**config.mk**
```make
export PLATFORM = sky130hd
export DESIGN_NAME = skdc_queue
export DESIGN_NICKNAME = d
export VERILOG_FILES = /design/src/hw/rtl/skdc_pkg.sv /design/src/hw/rtl/skdc_queue.sv
export SDC_FILE = /design/constraint.sdc
export NUM_CORES = 1
export LEC_CHECK = 0
export BUFFER_PORTS_ARGS = -buffer_cell sky130_fd_sc_hd__buf_2
export CAP_MARGIN = 0
export CORE_UTILIZATION = 49
export DETAILED_ROUTE_END_ITERATION = 16
export PLACE_DENSITY_LB_ADDON = 0.25
export SETUP_SLACK_MARGIN = 0.05
export SLEW_MARGIN = 10
export SYNTH_ARGS = -nofsm -noshare
export SYNTH_HDL_FRONTEND = slang
export SYNTH_SLANG_ARGS = --single-unit
```
**constraint.sdc**
```tcl
create_clock -name clk -period 3.95 [get_ports clk]
set_input_delay 0.1975 -clock clk [delete_from_list [all_inputs] [get_ports clk]]
set_output_delay 0.1975 -clock clk [all_outputs]
set_load 0.01 [all_outputs]
```
**src/hw/rtl/skdc_pkg.sv**
```systemverilog
`timescale 1ns / 1ps
// ----------------------------------------------------------------------------
// skdc_pkg
// Shared types, register codes and constants of the soft-knee compressor.
// ----------------------------------------------------------------------------
package skdc_pkg;

    typedef enum logic [2:0] {
        REG_THRESHOLD_DB  = 3'd0,
        REG_SLOPE         = 3'd1,
        REG_KNEE_DB       = 3'd2,
        REG_KNEE_SCALE    = 3'd3,
        REG_ATTACK_COEFF  = 3'd4,
        REG_RELEASE_COEFF = 3'd5,
        REG_MAKEUP_DB     = 3'd6,
        REG_AUTO_MAKEUP   = 3'd7
    } reg_idx_t;

    typedef struct packed {
        logic signed [14:0] threshold_db;
        logic [15:0]        slope;
        logic [12:0]        knee_db;
        logic [15:0]        knee_scale;
        logic [15:0]        attack_coeff;
        logic [15:0]        release_coeff;
        logic signed [13:0] makeup_db;
        logic               auto_makeup;
    } cfg_t;

    typedef struct packed {
        logic full;
        logic empty;
    } queue_status_t;

    typedef enum logic [2:0] {
        F_IDLE,
        F_ENV,
        F_LVL,
        F_NORM,
        F_SQR,
        F_DB,
        F_PUSH
    } front_state_t;

    typedef enum logic [3:0] {
        B_IDLE,
        B_CLS,
        B_M1,
        B_M2,
        B_NET,
        B_EXP,
        B_MUL,
        B_SHIFT,
        B_OUT
    } back_state_t;

    localparam logic signed [14:0] RST_THRESHOLD_DB  = -15'sd8192;
    localparam logic [15:0]        RST_SLOPE         = 16'd59297;
    localparam logic [12:0]        RST_KNEE_DB       = 13'd1536;
    localparam logic [15:0]        RST_KNEE_SCALE    = 16'd4941;
    localparam logic [15:0]        RST_ATTACK_COEFF  = 16'd291;
    localparam logic [15:0]        RST_RELEASE_COEFF = 16'd29;
    localparam logic signed [13:0] RST_MAKEUP_DB     = 14'sd0;

    localparam logic [31:0]        LEVEL_FLOOR   = 32'd214748;
    localparam logic signed [19:0] DB_PER_OCTAVE = 20'sd394566;
    localparam logic signed [23:0] OCTAVE_PER_DB = 24'sd2786636;
    localparam logic [13:0]        RED_MAX       = 14'd16383;

    // Q1.30 factors 2^(2^-(k+1))
    function automatic logic [30:0] exp2_step(input logic [3:0] k);
        logic [30:0] v;
        case (k)
            4'd0:    v = 31'd1518500250;
            4'd1:    v = 31'd1276901417;
            4'd2:    v = 31'd1170923762;
            4'd3:    v = 31'd1121280436;
            4'd4:    v = 31'd1097253708;
            4'd5:    v = 31'd1085434106;
            4'd6:    v = 31'd1079572136;
            4'd7:    v = 31'd1076653033;
            4'd8:    v = 31'd1075196443;
            4'd9:    v = 31'd1074468888;
            4'd10:   v = 31'd1074105294;
            4'd11:   v = 31'd1073923544;
            4'd12:   v = 31'd1073832680;
            4'd13:   v = 31'd1073787251;
            4'd14:   v = 31'd1073764537;
            default: v = 31'd1073753181;
        endcase
        return v;
    endfunction

    function automatic logic [13:0] sat_red(input logic [47:0] v);
        logic [13:0] r;
        if (v > 48'(RED_MAX))
            r = RED_MAX;
        else
            r = v[13:0];
        return r;
    endfunction

endpackage

```
**src/hw/rtl/skdc_queue.sv**
```systemverilog
`timescale 1ns / 1ps
// ----------------------------------------------------------------------------
// skdc_queue
// Two-entry queue between the level front end and the gain back end.
// ----------------------------------------------------------------------------
module skdc_queue #(
    parameter int WIDTH = 42
) (
    input  logic                    clk,
    input  logic                    rst_n,
    input  logic                    push_valid,
    output logic                    push_ready,
    input  logic [WIDTH-1:0]        push_data,
    output logic                    pop_valid,
    input  logic                    pop_ready,
    output logic [WIDTH-1:0]        pop_data,
    output skdc_pkg::queue_status_t status
);

    logic [WIDTH-1:0] entry_reg [2];
    logic             wr_ptr_reg;
    logic             rd_ptr_reg;
    logic [1:0]       count_reg;
    logic             do_push;
    logic             do_pop;

    assign push_ready   = count_reg != 2'd2;
    assign pop_valid    = count_reg != 2'd0;
    assign pop_data     = entry_reg[rd_ptr_reg];
    assign do_push      = push_valid && push_ready;
    assign do_pop       = pop_valid && pop_ready;
    assign status.full  = count_reg == 2'd2;
    assign status.empty = count_reg == 2'd0;

    always_ff @(posedge clk or negedge rst_n)
    begin
        if (!rst_n)
        begin
            wr_ptr_reg <= 1'b0;
            rd_ptr_reg <= 1'b0;
            count_reg  <= 2'd0;
        end
        else
        begin
            if (do_push)
                wr_ptr_reg <= !wr_ptr_reg;
            if (do_pop)
                rd_ptr_reg <= !rd_ptr_reg;
            if (do_push && !do_pop)
                count_reg <= count_reg + 2'd1;
            else if (do_pop && !do_push)
                count_reg <= count_reg - 2'd1;
        end
    end

    always_ff @(posedge clk)
    begin
        if (do_push)
            entry_reg[wr_ptr_reg] <= push_data;
    end

endmodule

```
==> flow_metrics.tcl <==
set metrics [dict create \
    status "completed" \
    tns_ps 0 \
    dieWidth_microns 85.9 \
    ir_drop_mv 0.512 \
    core_area_sq_um 6790 \
    synth_area_sq_um 3450 \
    synth_top_family_by_area "multiplexers" \
    path_clk_slew_ps 80 \
    row_count 30 \
    drive_above_1_share 0.602 \
    synth_nets 198 \
    largest_register_ffs 84 \
    nFillCells 504 \
    worstPathMaxFanout 28 \
    drt_iter0_markers 78 \
    cts_max_level 3 \
    yosys-mux-area-fraction 0.180 \
    viasPerCell 4.67 \
    drv_slew 0 \
    cts_tree "built" \
    cts.repair.resized 0 \
    crit_start "rd_ptr_reg" \
    hold_path_class "input pin to register" \
    drtAntennaViolNets 0 \
    area_growth_pct 21.2 \
    period_needed_ps 2240 \
    vias 1644 \
    slew_headroom 0.321 \
    root_buffer "clkbuf_8" \
    final_cell_mix "buf_2, edfxtp_1, mux2_4" \
    grt_pass1_wl_microns 8010 \
    p_per_area_nw_per_um2 727 \
    power.leakage_nw 1.71 \
    arrival_ps 2050 \
    ys.warnings.count 0 \
    cp.depth 3 \
    overflow 0 \
    hold_violations 0 \
    die_y_microns 85.9 \
    synth_cells 151 \
    slowest_stage "dfrtp_2" \
    crit_family "buffers and inverters" \
    first_global_vias 1647 \
    drc_errors 0 \
    maxCapViolCount 0 \
    ys_seq_area_frac 0.761 \
    critical_path_required_ps 3750 \
    grt_max_degree 43 \
    first_pass_iters 4 \
    ff2ff_path_depth 4 \
    worst_setup_path_start_kind "register" \
    criticalPathCategory "register to primary output" \
    multi_input_area_sq_um 731 \
    whs_ps 42.8 \
    pin_count 92 \
    antenna_found_initial 0 \
    numCtsBuffers 9 \
    clock.fmax_mhz 445 \
    numClockSinks 88 \
    hpwlAfterDp_microns 3390 \
    initial_core_util 0.507 \
    die-area_sq_um 7370 \
    critPathMaxStageDelay_ps 660 \
    min_from "push_data[14]" \
    synthXorXnorAreaFrac 0.0127 \
    crit_chain "buf_4 > mux2_4 > buf_2" \
    nets 298 \
    clk_latency_ps 340 \
    clk_path_buf_depth 2 \
    synth_cell_types 16 \
    ys_ff_latch 88 \
    placed_cell_area_sq_um 3960 \
    skew_ps 8.14 \
    diodes 0 \
    yosys.area_share.simple 0.0134 \
    period_share 0.568 \
    syn_avg_cell_area_sq_um 22.8 \
    crit_buf_inv 2 \
    rsz0062_at_grt "no" \
    wirelength_microns 5140 \
    io_buffers 91 \
    regArea_sq_um 2620 \
    r2r_start "count_reg[0]" \
    finalSetupViolCount 0 \
    wl_per_cell_microns 14.6 \
    layout_commonest_cell "buf_2" \
    finish.instance_area_sq_um 4180 \
    synthAdderAreaFrac 0.00363 \
    synth-compound-area-share 0 \
    min_path_cells 1 \
    worstMarginPinSlew_ps 1020 \
    grt.total_usage 0.149 \
    critPathCaptureType "primary output" \
    gp_congestion 0.679 \
]
==> final timing paths <==
check                                    to  slack (ps)
setup / recovery                pop_data[9]        1710
hold / removal             entry_reg[1][14]          40
setup reg to reg            entry_reg[0][4]        1980
hold reg to reg                count_reg[0]         550
max in group asynchronous        rd_ptr_reg        3600
min in group asynchronous      count_reg[1]         210
==> synth_stat cells, drive strengths merged <==
library cell,instances,area share
and3,1,0.0018
buf,5,0.026
dfrtp,4,0.029
edfxtp,84,0.73
ha,1,0.0036
inv,3,0.0033
mux2,42,0.18
nand2,2,0.0029
nand2b,1,0.0040
nor2,2,0.0022
or2,1,0.0025
xnor2,3,0.0076
xor2,2,0.0051
==> worst reg2reg max path: stages (launching register included) <==
cell and delay, ps:
dfrtp_1 430, nand2b_4 170, nand2_1 130, nor2_4 500
buf_4 420
==> layer usage <==
layer / share of wire / up-vias / GRT usage
li1: - / 784 / -
met1: 0.45 / 793 / 0.196
met2: 0.49 / 59 / 0.234
met3: 0.046 / 8 / 0.0356
met4: 0.016 / 0 / 0.0727
met5: 0 / - / 0
==> metrics by stage <==
step / cells / power [mW] / util / setup WS (ps)
6_report: 352 / 3.04 / 0.615 / 1710
5_1_grt: 352 / 3.20 / 0.615 / 1570
4_1_cts: 352 / 3.08 / 0.615 / 1660
3_5_place_dp: 335 / 2.43 / 0.582 / 1930
3_3_place_gp: 335 / 2.41 / 0.582 / 2020
2_1_floorplan: 151 / 2.18 / - / 1080
==> layout make-up <==
class                           instances  area share
Sequential cell                        88       0.628
Multi-Input combinational cell         55       0.175
Timing Repair Buffer                   94       0.115
Clock buffer                           10      0.0305
Tap cell                               96      0.0288
Clock inverter                          6      0.0201
Inverter                                3     0.00270
==> kinds of logic after synthesis <==
kind of cell | Yosys count
xor gates and xnor gates | 5
adders and majority gates | 1
buffers and inverters | 8
DFF | 88
muxes | 42
and+or+nand+nor | 7
==> what timing repair did <==
item / in CTS / in global routing
setup buffers: 0 / 0
hold endpoints to repair: 4 / 0
hold buffers: 1 / 0
==> report_power, final <==
part           internal, mW  switching (mW)  total, mW
logic                 0.531           0.475       1.01
registers              1.28           0.103       1.38
clock network         0.353           0.293      0.647
Power figures use the tool's default switching activity.
