<file path="config.mk">
export PLATFORM = sky130hd
export DESIGN_NAME = skdc_front
export DESIGN_NICKNAME = d
export VERILOG_FILES = /design/src/hw/rtl/skdc_pkg.sv /design/src/hw/rtl/skdc_front.sv
export SDC_FILE = /design/constraint.sdc
export NUM_CORES = 2
export LEC_CHECK = 0
export BUFFER_PORTS_ARGS = -buffer_cell sky130_fd_sc_hd__buf_2
export CAP_MARGIN = 30
export CORE_ASPECT_RATIO = 0.6
export CORE_MARGIN = 2
export CORE_UTILIZATION = 50
export DETAILED_ROUTE_END_ITERATION = 8
export GPL_TIMING_DRIVEN = 1
export PLACE_DENSITY = 0.63
export SLEW_MARGIN = 0
export SYNTH_ARGS = -nofsm -noshare
export SYNTH_HDL_FRONTEND = slang
export SYNTH_SLANG_ARGS = --single-unit
</file>
<file path="constraint.sdc">
create_clock -name clk -period 36.9 [get_ports clk]
set_input_delay 3.69 -clock clk [delete_from_list [all_inputs] [get_ports clk]]
set_output_delay 3.69 -clock clk [all_outputs]
set_load 0.1 [all_outputs]
</file>
<file path="src/hw/rtl/skdc_pkg.sv">
`timescale 1ns / 1ps
// ----------------------------------------------------------------------------
// skdc_pkg
// Shared types, register codes and constants of the soft-knee compressor.
// ----------------------------------------------------------------------------
package skdc_pkg;

    typedef enum logic [2:0] {
        REG_THRESHOLD_DB  = 3'd0,
        REG_SLOPE         = 3'd1,
        REG_KNEE_DB       = 3'd2,
        REG_KNEE_SCALE    = 3'd3,
        REG_ATTACK_COEFF  = 3'd4,
        REG_RELEASE_COEFF = 3'd5,
        REG_MAKEUP_DB     = 3'd6,
        REG_AUTO_MAKEUP   = 3'd7
    } reg_idx_t;

    typedef struct packed {
        logic signed [14:0] threshold_db;
        logic [15:0]        slope;
        logic [12:0]        knee_db;
        logic [15:0]        knee_scale;
        logic [15:0]        attack_coeff;
        logic [15:0]        release_coeff;
        logic signed [13:0] makeup_db;
        logic               auto_makeup;
    } cfg_t;

    typedef struct packed {
        logic full;
        logic empty;
    } queue_status_t;

    typedef enum logic [2:0] {
        F_IDLE,
        F_ENV,
        F_LVL,
        F_NORM,
        F_SQR,
        F_DB,
        F_PUSH
    } front_state_t;

    typedef enum logic [3:0] {
        B_IDLE,
        B_CLS,
        B_M1,
        B_M2,
        B_NET,
        B_EXP,
        B_MUL,
        B_SHIFT,
        B_OUT
    } back_state_t;

    localparam logic signed [14:0] RST_THRESHOLD_DB  = -15'sd8192;
    localparam logic [15:0]        RST_SLOPE         = 16'd59297;
    localparam logic [12:0]        RST_KNEE_DB       = 13'd1536;
    localparam logic [15:0]        RST_KNEE_SCALE    = 16'd4941;
    localparam logic [15:0]        RST_ATTACK_COEFF  = 16'd291;
    localparam logic [15:0]        RST_RELEASE_COEFF = 16'd29;
    localparam logic signed [13:0] RST_MAKEUP_DB     = 14'sd0;

    localparam logic [31:0]        LEVEL_FLOOR   = 32'd214748;
    localparam logic signed [19:0] DB_PER_OCTAVE = 20'sd394566;
    localparam logic signed [23:0] OCTAVE_PER_DB = 24'sd2786636;
    localparam logic [13:0]        RED_MAX       = 14'd16383;

    // Q1.30 factors 2^(2^-(k+1))
    function automatic logic [30:0] exp2_step(input logic [3:0] k);
        logic [30:0] v;
        case (k)
            4'd0:    v = 31'd1518500250;
            4'd1:    v = 31'd1276901417;
            4'd2:    v = 31'd1170923762;
            4'd3:    v = 31'd1121280436;
            4'd4:    v = 31'd1097253708;
            4'd5:    v = 31'd1085434106;
            4'd6:    v = 31'd1079572136;
            4'd7:    v = 31'd1076653033;
            4'd8:    v = 31'd1075196443;
            4'd9:    v = 31'd1074468888;
            4'd10:   v = 31'd1074105294;
            4'd11:   v = 31'd1073923544;
            4'd12:   v = 31'd1073832680;
            4'd13:   v = 31'd1073787251;
            4'd14:   v = 31'd1073764537;
            default: v = 31'd1073753181;
        endcase
        return v;
    endfunction

    function automatic logic [13:0] sat_red(input logic [47:0] v);
        logic [13:0] r;
        if (v > 48'(RED_MAX))
            r = RED_MAX;
        else
            r = v[13:0];
        return r;
    endfunction

endpackage

</file>
<file path="src/hw/rtl/skdc_front.sv">
`timescale 1ns / 1ps
// ----------------------------------------------------------------------------
// skdc_front
// Accepts items, updates the channel envelope and converts it to a dB level.
// ----------------------------------------------------------------------------
module skdc_front #(
    parameter int CHANNELS    = 2,
    parameter int SAMPLE_BITS = 24
) (
    input  logic                   clk,
    input  logic                   rst_n,
    input  skdc_pkg::cfg_t         cfg,
    input  logic                   in_valid,
    output logic                   in_ready,
    input  logic                   in_channel,
    input  logic [SAMPLE_BITS-1:0] in_sample,
    output logic                   push_valid,
    input  logic                   push_ready,
    output logic                   push_channel,
    output logic                   push_neg,
    output logic [SAMPLE_BITS-1:0] push_mag,
    output logic signed [15:0]     push_level
);

    localparam int CW = (CHANNELS > 1) ? $clog2(CHANNELS) : 1;

    skdc_pkg::front_state_t state_reg, state_next;

    logic [31:0]            env_reg [CHANNELS];
    logic                   ch_reg;
    logic                   neg_reg;
    logic [SAMPLE_BITS-1:0] mag_reg;
    logic [31:0]            lvl_reg;
    logic [4:0]             p_reg;
    logic [15:0]            frac_reg;
    logic [3:0]             iter_reg;
    logic signed [15:0]     db_reg;

    logic [CW-1:0]          idx;
    logic [31:0]            target;
    logic [31:0]            env_cur;
    logic                   rising;
    logic [15:0]            coef;
    logic [31:0]            dif;
    logic [47:0]            adj_sum;
    logic [31:0]            adj;
    logic [31:0]            env_new;
    logic [63:0]            sq;
    logic [32:0]            sq_sh;
    logic signed [5:0]      pm;
    logic signed [41:0]     db_prod;
    logic                   in_neg;

    assign idx     = (CHANNELS > 1) ? CW'(ch_reg) : '0;
    assign target  = 32'(mag_reg) << (32 - SAMPLE_BITS);
    assign env_cur = env_reg[idx];
    assign rising  = target > env_cur;
    assign coef    = rising ? cfg.attack_coeff : cfg.release_coeff;
    assign dif     = rising ? (target - env_cur) : (env_cur - target);
    assign adj_sum = 48'(coef) * 48'(dif) + 48'd32768;
    assign adj     = adj_sum[47:16];
    assign env_new = rising ? (env_cur + adj) : (env_cur - adj);

    assign sq      = 64'(lvl_reg) * 64'(lvl_reg);
    assign sq_sh   = sq[63:31];

    assign pm      = $signed({1'b0, p_reg}) - 6'sd31;
    assign db_prod = 42'($signed({pm, frac_reg})) * 42'(skdc_pkg::DB_PER_OCTAVE);

    assign in_neg  = in_sample[SAMPLE_BITS-1];

    always_comb
    begin
        state_next = state_reg;
        case (state_reg)
            skdc_pkg::F_IDLE: if (in_valid) state_next = skdc_pkg::F_ENV;
            skdc_pkg::F_ENV:  state_next = skdc_pkg::F_LVL;
            skdc_pkg::F_LVL:  state_next = skdc_pkg::F_NORM;
            skdc_pkg::F_NORM: if (lvl_reg[31]) state_next = skdc_pkg::F_SQR;
            skdc_pkg::F_SQR:  if (iter_reg == 4'd15) state_next = skdc_pkg::F_DB;
            skdc_pkg::F_DB:   state_next = skdc_pkg::F_PUSH;
            skdc_pkg::F_PUSH: if (push_ready) state_next = skdc_pkg::F_IDLE;
            default:          state_next = skdc_pkg::F_IDLE;
        endcase
    end

    always_comb
    begin
        in_ready   = 1'b0;
        push_valid = 1'b0;
        case (state_reg)
            skdc_pkg::F_IDLE: in_ready = 1'b1;
            skdc_pkg::F_PUSH: push_valid = 1'b1;
            default:
            begin
                in_ready   = 1'b0;
                push_valid = 1'b0;
            end
        endcase
    end

    always_ff @(posedge clk or negedge rst_n)
    begin
        if (!rst_n)
        begin
            state_reg <= skdc_pkg::F_IDLE;
            for (int i = 0; i < CHANNELS; i++)
                env_reg[i] <= '0;
        end
        else
        begin
            state_reg <= state_next;
            if (state_reg == skdc_pkg::F_ENV)
                env_reg[idx] <= env_new;
        end
    end

    always_ff @(posedge clk)
    begin
        case (state_reg)
            skdc_pkg::F_IDLE:
            begin
                ch_reg  <= in_channel;
                neg_reg <= in_neg;
                mag_reg <= in_neg ? (SAMPLE_BITS'(0) - in_sample) : in_sample;
            end
            skdc_pkg::F_LVL:
            begin
                lvl_reg  <= env_cur + skdc_pkg::LEVEL_FLOOR;
                p_reg    <= 5'd31;
                iter_reg <= '0;
                frac_reg <= '0;
            end
            skdc_pkg::F_NORM:
            begin
                // the floor keeps the leading one at bit 17 or above
                if (!lvl_reg[31])
                begin
                    lvl_reg <= {lvl_reg[30:0], 1'b0};
                    p_reg   <= p_reg - 5'd1;
                end
            end
            skdc_pkg::F_SQR:
            begin
                iter_reg <= iter_reg + 4'd1;
                if (sq_sh[32])
                begin
                    frac_reg <= {frac_reg[14:0], 1'b1};
                    lvl_reg  <= sq_sh[32:1];
                end
                else
                begin
                    frac_reg <= {frac_reg[14:0], 1'b0};
                    lvl_reg  <= sq_sh[31:0];
                end
            end
            skdc_pkg::F_DB: db_reg <= db_prod[39:24];
            default: ;
        endcase
    end

    assign push_channel = ch_reg;
    assign push_neg     = neg_reg;
    assign push_mag     = mag_reg;
    assign push_level   = db_reg;

endmodule

</file>
==> impl_metrics.tcl <==
set metrics [dict create \
    hpwl_um 156000 \
    area_growth_pct 5.38 \
    nets 9296 \
    synth_ff_type "edfxtp_1" \
    preCtsSetupSlack_ns 20.71 \
    synth-seq-cells 166 \
    io_buffer_count 104 \
    r2r_slack_ns 20.12 \
    hold_buffers 0 \
    die_h_um 280 \
    period_share_pct 45.5 \
    viasPerCell 5.45 \
    worst_path_dominant_cell_family "simple AND/OR/NAND/NOR gates" \
    clk_path_buf_depth 2 \
    crit_end "env_reg[31]$_DFFE_PN0P_" \
    globalplace.congestion 0.979 \
    insertion_delay_ns 0.48 \
    setup.worst_path.class "flop to flop" \
    fin_worst_skew_ns 0.0205 \
    htreeDepth 4 \
    vias 48400 \
    cts_root_buffer "clkbuf_16" \
    final_max_slew_viol_count 0 \
    r2r_start "push_channel$_DFFE_PP_" \
    fillers 11800 \
    first_global_vias 50100 \
    grt-ovfl-total 0 \
    start_kind "flop" \
    post-route-min-period_ns 16.78 \
    cp_slowest_cell "o41ai_1" \
    clock-sinks 166 \
    final_cell_mix "inv_1 (1812), fa_1 (1317), nand2_1 (786), ha_1 (678), nor2_1 (370)" \
    r2r-end "env_reg[31]$_DFFE_PN0P_" \
    cts_made_buffers 17 \
    grt_max_degree 62 \
    max_freq_mhz 59.6 \
    hold_viol 0 \
    tightest_slew_ns 1.01 \
    grt_usage_pct 29.4 \
    synth.net_count 9302 \
    setup_slack_ns 20.12 \
    post-cts-setup-buffer-count 0 \
    firstDrtPassIters 6 \
    cp.arrival_ns 17.18 \
    rsz0062_at_grt "false" \
    synth_seq_area_share_pct 7.31 \
    num_rows 101 \
    crit_fanout 45 \
    synth_edf_count 99 \
    crit_required_ns 37.30 \
    async_flop_share_pct 40.4 \
    hp-class "flop to flop" \
    cts_tree "done" \
    synth_area_mm2 0.0636 \
    drt_wl_total_um 186000 \
    crit_buf_inv 8 \
    initial_utilization_pct 50.4 \
    tns_ns 0 \
    largest_reg_flops 64 \
    ant_nets 0 \
    syn_avg_cell_area_um2 8.87 \
    drtIter0Drc 4425 \
    grt_pass1_wl_um 295000 \
    dieArea_mm2 0.130 \
    end_kind "flop" \
    clkTransAtPathRegs_ns 0.07 \
    drcViolationCount 0 \
    antenna_found_initial 10 \
    cts_resized 0 \
    finalSetupViolCount 0 \
    multi_input_area_mm2 0.0513 \
    crit_cells 50 \
    synthDistinctLibCells 89 \
    mostFrequentLayoutCell "inv_1" \
    r2r_cells 50 \
    drive_gt1_share_pct 4.75 \
    cap_viol_max_count 0 \
    crit_path_start "push_channel$_DFFE_PP_" \
    slowest_delay_ns 0.91 \
    coreArea_mm2 0.126 \
    ios 180 \
    wire_per_inst_um 20.9 \
    regArea_mm2 0.00465 \
    outcome "complete, no violations" \
    postLayoutCoreUtil_pct 53.1 \
    maxSlewHeadroom_pct 32.0 \
    syn-instance-count 7171 \
    die_w_um 465 \
    yosys_warnings 0 \
]
per-layer routing:
metal	routed length [um]	vias to the layer above	GRT usage, %
met2	71100	2109	39.6
met4	2500	0	3.51
li1	-	22000	-
met5	0	-	0
met1	90100	24200	47.3
met3	21900	141	8.33
how the worst min path moves through the flow:
stage	start	endpoint	depth (start not counted)	slack, ns
2_1_floorplan	env_reg[9]$_DFFE_PN0P_	env_reg[9]$_DFFE_PN0P_	2	0.44
3_3_place_gp	env_reg[9]$_DFFE_PN0P_	env_reg[9]$_DFFE_PN0P_	2	0.46
3_5_place_dp	env_reg[42]$_DFFE_PN0P_	env_reg[42]$_DFFE_PN0P_	2	0.47
4_1_cts	env_reg[59]$_DFFE_PN0P_	env_reg[59]$_DFFE_PN0P_	2	0.49
5_1_grt	env_reg[59]$_DFFE_PN0P_	env_reg[59]$_DFFE_PN0P_	2	0.51
6_report	env_reg[22]$_DFFE_PN0P_	env_reg[22]$_DFFE_PN0P_	2	0.48
through the flow:
step           cells  area, um2  hold WS, ns
4_1_cts         8876      67000        0.485
6_report        8885      67100        0.483
2_1_floorplan   7171      63600        0.444
3_3_place_gp    8839      66400        0.462
5_1_grt         8882      67100        0.509
3_5_place_dp    8844      66400        0.470
logic make-up (layout without fill, tap and decap cells):
logic type / after synthesis / after routing / share of synthesized area (%)
AO/OA/AOI/OAI: 758 / 758 / 7.68
XOR/XNOR: 236 / 236 / 3.25
adder cells (fa/ha/maj): 1995 / 1995 / 54.8
buffers and inverters: 2078 / 2085 / 12.3
flip-flops: 166 / 166 / 7.31
multiplexers: 77 / 77 / 1.23
other: 0 / 8 / 0
AND/OR/NAND/NOR: 1861 / 1861 / 13.5
tightest hold or removal path, cell delays in order (launching register included):
cell     delay (ns)
dfrtp_1        0.35
nand2_1        0.05
o21ai_0        0.06
Yosys cell counts, drive strengths merged (99+ instances only):
library cell | count | area [um2]
inv | 1817 | 6820
nor2 | 372 | 1400
edfxtp | 99 | 2970
ha | 678 | 8480
fa | 1317 | 26400
clkbuf | 237 | 890
nand2 | 790 | 2970
xnor2 | 170 | 1490
o21ai | 200 | 1000
nand3 | 128 | 646
and2 | 240 | 1500
a21oi | 201 | 1010
area by class of cell:
type / count / share of cell area [%]
Multi-Input combinational cell: 4927 / 76.5
Tap cell: 1699 / 3.17
Clock inverter: 11 / 0.185
Clock buffer: 21 / 0.735
Inverter: 1821 / 10.2
Sequential cell: 166 / 6.93
Antenna cell: 8 / 0.0299
Timing Repair Buffer: 232 / 2.24
Power is not shown: default switching activity piles up to over one toggle a cycle in this logic, so the estimate is an artifact.
